`src/hw/rtl/assert_macros.svh`:
```
// assert_macros.svh: assertion macros shared by the RTL files.
// No dependencies.
`ifndef ASSERT_MACROS_SVH
`define ASSERT_MACROS_SVH
// concurrent assertion clocked on clk, disabled in reset
`define ASSERT_CLK(label, prop, msg) \
    label: assert property (@(posedge clk) disable iff (!rst_n) (prop)) else $error(msg);
`endif

```
`src/hw/rtl/pqa_pkg.sv`:
```
// pqa_pkg: types, codes and constants of the aging priority queue.
// No dependencies.
package pqa_pkg;
    localparam int CAPACITY_DEF = 16;
    localparam logic [3:0] AGED_PRI_RST = 4'd2;
    localparam logic [3:0] AGE_FACTOR_RST = 4'd6;

    localparam logic [2:0] CMD_SORTED = 3'd0;
    localparam logic [2:0] CMD_FRONT  = 3'd1;
    localparam logic [2:0] CMD_BACK   = 3'd2;
    localparam logic [2:0] CMD_DETACH = 3'd3;
    localparam logic [2:0] CMD_REMOVE = 3'd4;
    localparam logic [2:0] CMD_AGE    = 3'd5;

    localparam logic [1:0] ST_DONE  = 2'd0;
    localparam logic [1:0] ST_FULL  = 2'd1;
    localparam logic [1:0] ST_NONE  = 2'd2;

    localparam logic CFG_AGED_PRI = 1'b0;
    localparam logic CFG_AGE_FACTOR = 1'b1;

    typedef struct packed {
        logic [15:0] id;
        logic [3:0]  pri;
        logic [31:0] created;
        logic [15:0] quantum;
    } entry_t;

    typedef struct packed {
        logic [2:0]  cmd;
        entry_t      ent;
        logic [31:0] now;
    } req_t;

    typedef struct packed {
        logic [1:0]  status;
        entry_t      ent;
        logic [4:0]  occupancy;
    } rsp_t;

    // controller -> datapath
    typedef struct packed {
        logic load;       // capture request, start
        logic do_insert;  // insert at computed position
        logic do_detach;  // remove at computed position
        logic age_step;   // examine one entry of the age scan
        logic set_rsp;    // capture result
    } dp_cmd_t;

    // datapath -> controller
    typedef struct packed {
        logic scan_done;
    } dp_stat_t;
endpackage

```
`src/hw/rtl/pqa_ctrl.sv`:
```
// pqa_ctrl: sequencer for one request at a time.
// Depends on pqa_pkg.
module pqa_ctrl import pqa_pkg::*; (
    input  logic     clk,
    input  logic     rst_n,
    input  logic     req_valid,
    output logic     req_ready,
    input  logic [2:0] req_cmd,
    output logic     rsp_valid,
    input  logic     rsp_ready,
    output dp_cmd_t  dp_cmd,
    input  dp_stat_t dp_stat
);
    localparam logic [1:0] S_IDLE = 2'd0;
    localparam logic [1:0] S_EXEC = 2'd1;
    localparam logic [1:0] S_AGE  = 2'd2;

    logic [1:0] state_reg, state_next;
    logic [2:0] cmd_reg;
    logic rsp_valid_reg, rsp_valid_next;

    // accept a new request only once the previous result has drained
    assign req_ready = (state_reg == S_IDLE) && !rsp_valid_reg;
    assign rsp_valid = rsp_valid_reg;

    always_ff @(posedge clk or negedge rst_n)
    begin
        if (!rst_n)
        begin
            state_reg <= S_IDLE;
            rsp_valid_reg <= 1'b0;
            cmd_reg <= CMD_SORTED;
        end
        else
        begin
            state_reg <= state_next;
            rsp_valid_reg <= rsp_valid_next;
            if (req_valid && req_ready)
                cmd_reg <= req_cmd;
        end
    end

    always_comb
    begin
        state_next = state_reg;
        rsp_valid_next = rsp_valid_reg && !rsp_ready;
        dp_cmd = '0;
        dp_cmd.load = req_valid && req_ready;
        unique case (state_reg)
            S_IDLE:
            begin
                if (req_valid && req_ready)
                    state_next = (req_cmd == CMD_AGE) ? S_AGE : S_EXEC;
            end
            S_EXEC:
            begin
                dp_cmd.do_insert = (cmd_reg == CMD_SORTED) || (cmd_reg == CMD_FRONT)
                                   || (cmd_reg == CMD_BACK);
                dp_cmd.do_detach = (cmd_reg == CMD_DETACH) || (cmd_reg == CMD_REMOVE);
                dp_cmd.set_rsp = 1'b1;
                rsp_valid_next = 1'b1;
                state_next = S_IDLE;
            end
            S_AGE:
            begin
                if (dp_stat.scan_done)
                begin
                    dp_cmd.set_rsp = 1'b1;
                    rsp_valid_next = 1'b1;
                    state_next = S_IDLE;
                end
                else
                    dp_cmd.age_step = 1'b1;
            end
            default: state_next = S_IDLE;
        endcase
    end

    `include "assert_macros.svh"
    `ASSERT_CLK(a_no_accept_busy, (state_reg != S_IDLE) |-> !req_ready, "accept while busy")
    `ASSERT_CLK(a_rsp_after_work, $rose(rsp_valid_reg) |-> $past(state_reg) != S_IDLE, "stray result")
    `ASSERT_CLK(a_rsp_holds, (rsp_valid_reg && !rsp_ready) |=> rsp_valid_reg, "result dropped")
endmodule

```
`config.mk`:
```
export PLATFORM = sky130hd
export DESIGN_NAME = pqa_ctrl
export DESIGN_NICKNAME = d
export VERILOG_FILES = /design/src/hw/rtl/pqa_pkg.sv /design/src/hw/rtl/pqa_ctrl.sv
export VERILOG_INCLUDE_DIRS = /design/src /design/src/hw/rtl
export SDC_FILE = /design/constraint.sdc
export NUM_CORES = 1
export LEC_CHECK = 0
export ABC_AREA = 1
export BUFFER_PORTS_ARGS = -buffer_cell sky130_fd_sc_hd__clkbuf_2
export CORE_AREA = 2 2 39 41
export CTS_CLUSTER_DIAMETER = 120
export DETAILED_ROUTE_END_ITERATION = 6
export DIE_AREA = 0 0 41 43
export RECOVER_POWER = 100
export SLEW_MARGIN = 10
export SYNTH_ARGS = -nofsm -noshare
export SYNTH_HDL_FRONTEND = slang
export SYNTH_SLANG_ARGS = --single-unit
export TNS_END_PERCENT = 30
```
`constraint.sdc`:
```
create_clock -name clk -period 2.4 [get_ports clk]
set_input_delay 0.48 -clock clk [delete_from_list [all_inputs] [get_ports clk]]
set_output_delay 0.48 -clock clk [all_outputs]
set_load 0.02 [all_outputs]
```
== After elaboration in Yosys (flattened, before gate mapping) ==
Cells that the tools add are included.

* Equality and inequality tests: 9
* Mux-type cells: 11
* Reduce and logical (&&, ||, !) cells: 11

{| class="wikitable"
|+ Operators with widths
! operator !! count
|-
| $mux W2 || 4
|-
| $eq A3 B2 Y1 const B || 2
|-
| $eq A3 B3 Y1 const B || 2
|-
| $mux W1 || 4
|-
| $ne A2 B2 Y1 const B || 2
|-
| $pmux W1 S2 || 2
|-
| $pmux W2 S2 || 1
|-
| $eq A3 B1 Y1 const B || 1
|-
| $logic_and A1 B1 Y1 || 3
|-
| $logic_not A3 Y1 || 1
|-
| $logic_or A1 B1 Y1 || 3
|-
| $eq A2 B1 Y1 const B || 1
|-
| $eq A2 B2 Y1 const B || 1
|-
| $logic_not A1 Y1 || 2
|-
| $logic_not A2 Y1 || 1
|-
| $reduce_and A2 Y1 || 1
|}

* Bits of input ports: 8
* Logic and storage cells: 34
* Register bits after elaboration: 6

== Depth between registers and ports, before layout ==
* Depth in word-level cells: 5
* Gate-level depth with buffers: 8

== Worst setup path before layout ==
OpenSTA, ideal clock, no wires.

* Path kind: reg2out
* Start: register state_reg[1]
* End: output dp_cmd[0] in the netlist's numbering
* Stages on the path, launching flop included: 5
* Path slack: 0.845 ns
* Arrival: 1.075 ns
* Path buffers: 0
* Path through: dfrtp_1 inv_1 ha_1 inv_1 a21oi_1

{| class="wikitable"
|+ RTL lines
! element !! line !! source
|-
| from (decl) || pqa_ctrl.sv:18 || <nowiki>logic [1:0] state_reg, state_next;</nowiki>
|-
| from (signal assigned) || pqa_ctrl.sv:36 || <nowiki>state_reg <= state_next;</nowiki>
|-
| to (decl) || pqa_ctrl.sv:11 || <nowiki>output dp_cmd_t dp_cmd,</nowiki>
|}

==> impl_metrics.tcl <==
set metrics [dict create \
    avgSynthCellArea_um2 7.64 \
    clock-root-buffer "clkbuf_4" \
    yosysUniqueCellTypes 16 \
    die_area_mm2 0.00176 \
    num-nets-final 88 \
    drt_iter0_markers 3 \
    rr_endpoint "cmd_reg[0]" \
    slew_viol_final 0 \
    wl_um 794 \
    cp-end-kind "primary output" \
    yosysTopAreaCellShare_pct 34.5 \
    critPathMaxStageDelay_ns 0.38 \
    startpoint_type "flop" \
    fin_worst_skew_ns 0.000939 \
    max_freq_mhz 498 \
    final-hold-violation-count 0 \
    setup_viol 0 \
    maxCapViolCount 0 \
    vias 378 \
    fill_cells 157 \
    layout_common_cells "inv_1 (11), nand2_1 (11), clkbuf_1 (8), dfrtp_1 (6), clkbuf_2 (6)" \
    timing.rr.start "state_reg[1]" \
    clock_path_buffers 2 \
    seq_area_frac_synth_pct 34.5 \
    grt_max_degree 7 \
    clock_sinks 6 \
    rr_worst_depth 8 \
    area_growth_pct 21.8 \
    final_cells 90 \
    h-tree-depth 1 \
    clk_latency_ns 0.23 \
    synth_largest_area_cell "dfrtp_1" \
    grt_pass1_vias 344 \
    path_buf_inv 4 \
    num_rows 14 \
    start_util_pct 31.5 \
    netlist_instances 57 \
    post-route-period-util_pct 83.7 \
    multi_input_area_um2 220 \
    gp_congestion 0.661 \
    largest_reg_flops 3 \
    required_ns 1.92 \
    min_path_type "in -> async" \
    post_cts_resize_count 0 \
    synth_seq_cells 6 \
    dpl.hpwl_um 723 \
    syn_nets 69 \
    crit_family "buffers and inverters" \
    crit_chain "inv_1, ha_1, inv_1, nor2_4, nand2_1, clkinv_4, clkbuf_1" \
    p_leak_nw 0.274 \
    cts_buffers 3 \
    max-slew-margin-rel_pct 79.2 \
    ant_nets 0 \
    grt_pass1_wl_um 1350 \
    drive_gt1_share_pct 24.3 \
    rsz0062_at_grt "no" \
    antenna_cells 0 \
    timing.final.ws_setup_ns 0.391 \
    avgViaCountPerCell 4.20 \
    regArea_um2 150 \
    first_pass_iters 4 \
    tightest_slew_ns 0.312 \
    clk_pin_slew_ns 0.04 \
    drcViolationCount 0 \
    critical_path_class "reg -> out" \
    antenna_found_initial 0 \
    io_pins 15 \
    setup_tns_ns 0 \
    pre_cts_slack_ns 0.760 \
    grt_overflow_total 0 \
    synth.cell_area_um2 435 \
    crit_top_cell "inv_1" \
    ys_top_cells_by_area "dfrtp_1 (34%), ha_1 (11%), inv_1 (8.6%), nand2_1 (8.6%), o21ai_1 (5.7%)" \
    numPortBuffers 14 \
    holdWs_ns 0.106 \
    design.core.area_mm2 0.00138 \
    post_cts_buffers 0 \
    placed_cells 87 \
    cp.arrival_ns 1.53 \
    cts_tree "done" \
    die_w_um 41 \
    crit_slowest_cell "dfrtp_1" \
    gr-usage-all-layers_pct 11.9 \
    die_y_um 43 \
    synth_warnings 0 \
    peakVddDrop_uv 326 \
    critPathMaxFanout 5 \
    routedWlPerCell_um 8.82 \
    hold_buffers 0 \
    status "complete, no violations" \
    period_minus_slack_ns 2.01 \
    ff2ff_setup_slack_ns 1.10 \
    power_density_mw_per_mm2 1170 \
]
[worst max path at each step]
stage	from	end	slack, ns	depth (start not counted)
floorplan	state_reg[1]	dp_cmd[0]	0.85	4
global placement	state_reg[0]	dp_cmd[4]	0.79	7
detailed placement	state_reg[0]	dp_cmd[4]	0.76	7
CTS	state_reg[0]	dp_cmd[4]	0.50	7
global route	state_reg[1]	dp_cmd[4]	0.27	7
finish	state_reg[0]	dp_cmd[4]	0.39	7
[layout make-up]
class                           count  share of cell area, %
Multi-Input combinational cell     37                   41.5
Clock buffer                        3                   4.25
Timing Repair Buffer               14                   11.3
Sequential cell                     6                   28.3
Tap cell                           16                   3.77
Inverter                           14                   10.8
[synth_stat cells]
master	n
a21oi_1	4
and2_2	1
clkinv_1	1
clkinv_4	1
dfrtp_1	6
ha_1	4
inv_1	10
inv_2	2
nand2_1	10
nand2_2	2
nand2_4	1
nand3_1	1
nor2_1	5
nor2_4	2
o21ai_1	5
o21ai_2	2
[worst register-to-register path, delay by kind of cell, from the launching register on]
family / cells / cell delay, ns
buf+inv: 3 / 0.30
flops: 1 / 0.38
compound gates: 1 / 0.05
fa+ha+maj: 1 / 0.21
simple gates: 3 / 0.25
[metal layers]
metal	up-vias	track usage (%)	wire, um
li1	207	-	-
met1	162	14.7	371
met2	9	16.3	369
met3	0	4.71	52
met4	0	8.00	0
met5	-	0	0
[power by group]
group	switching (W)	internal, W
registers	0.0000267	0.000145
clock network	0.0000312	0.0000562
logic	0.000246	0.000118
[stage by stage]
| stage | utilization, % | total power [W] | area (um2) |
|---|---|---|---|
| after global routing | 38.3 | 0.000692 | 531 |
| after floorplan | - | 0.000468 | 435 |
| after global placement | 38.0 | 0.000570 | 526 |
| after detailed placement | 38.0 | 0.000574 | 526 |
| final | 38.3 | 0.000622 | 531 |
| after CTS | 39.6 | 0.000664 | 548 |
[cell families (layout without fill, tap and decap cells)]
| family | Yosys count | after routing | share of synthesized area, % |
|---|---|---|---|
| flops | 6 | 6 | 34.5 |
| compound gates | 11 | 11 | 14.4 |
| fa+ha+maj | 4 | 4 | 11.5 |
| simple gates | 22 | 22 | 26.4 |
| buf+inv | 14 | 31 | 13.2 |
(Power assumes the default switching activity.)
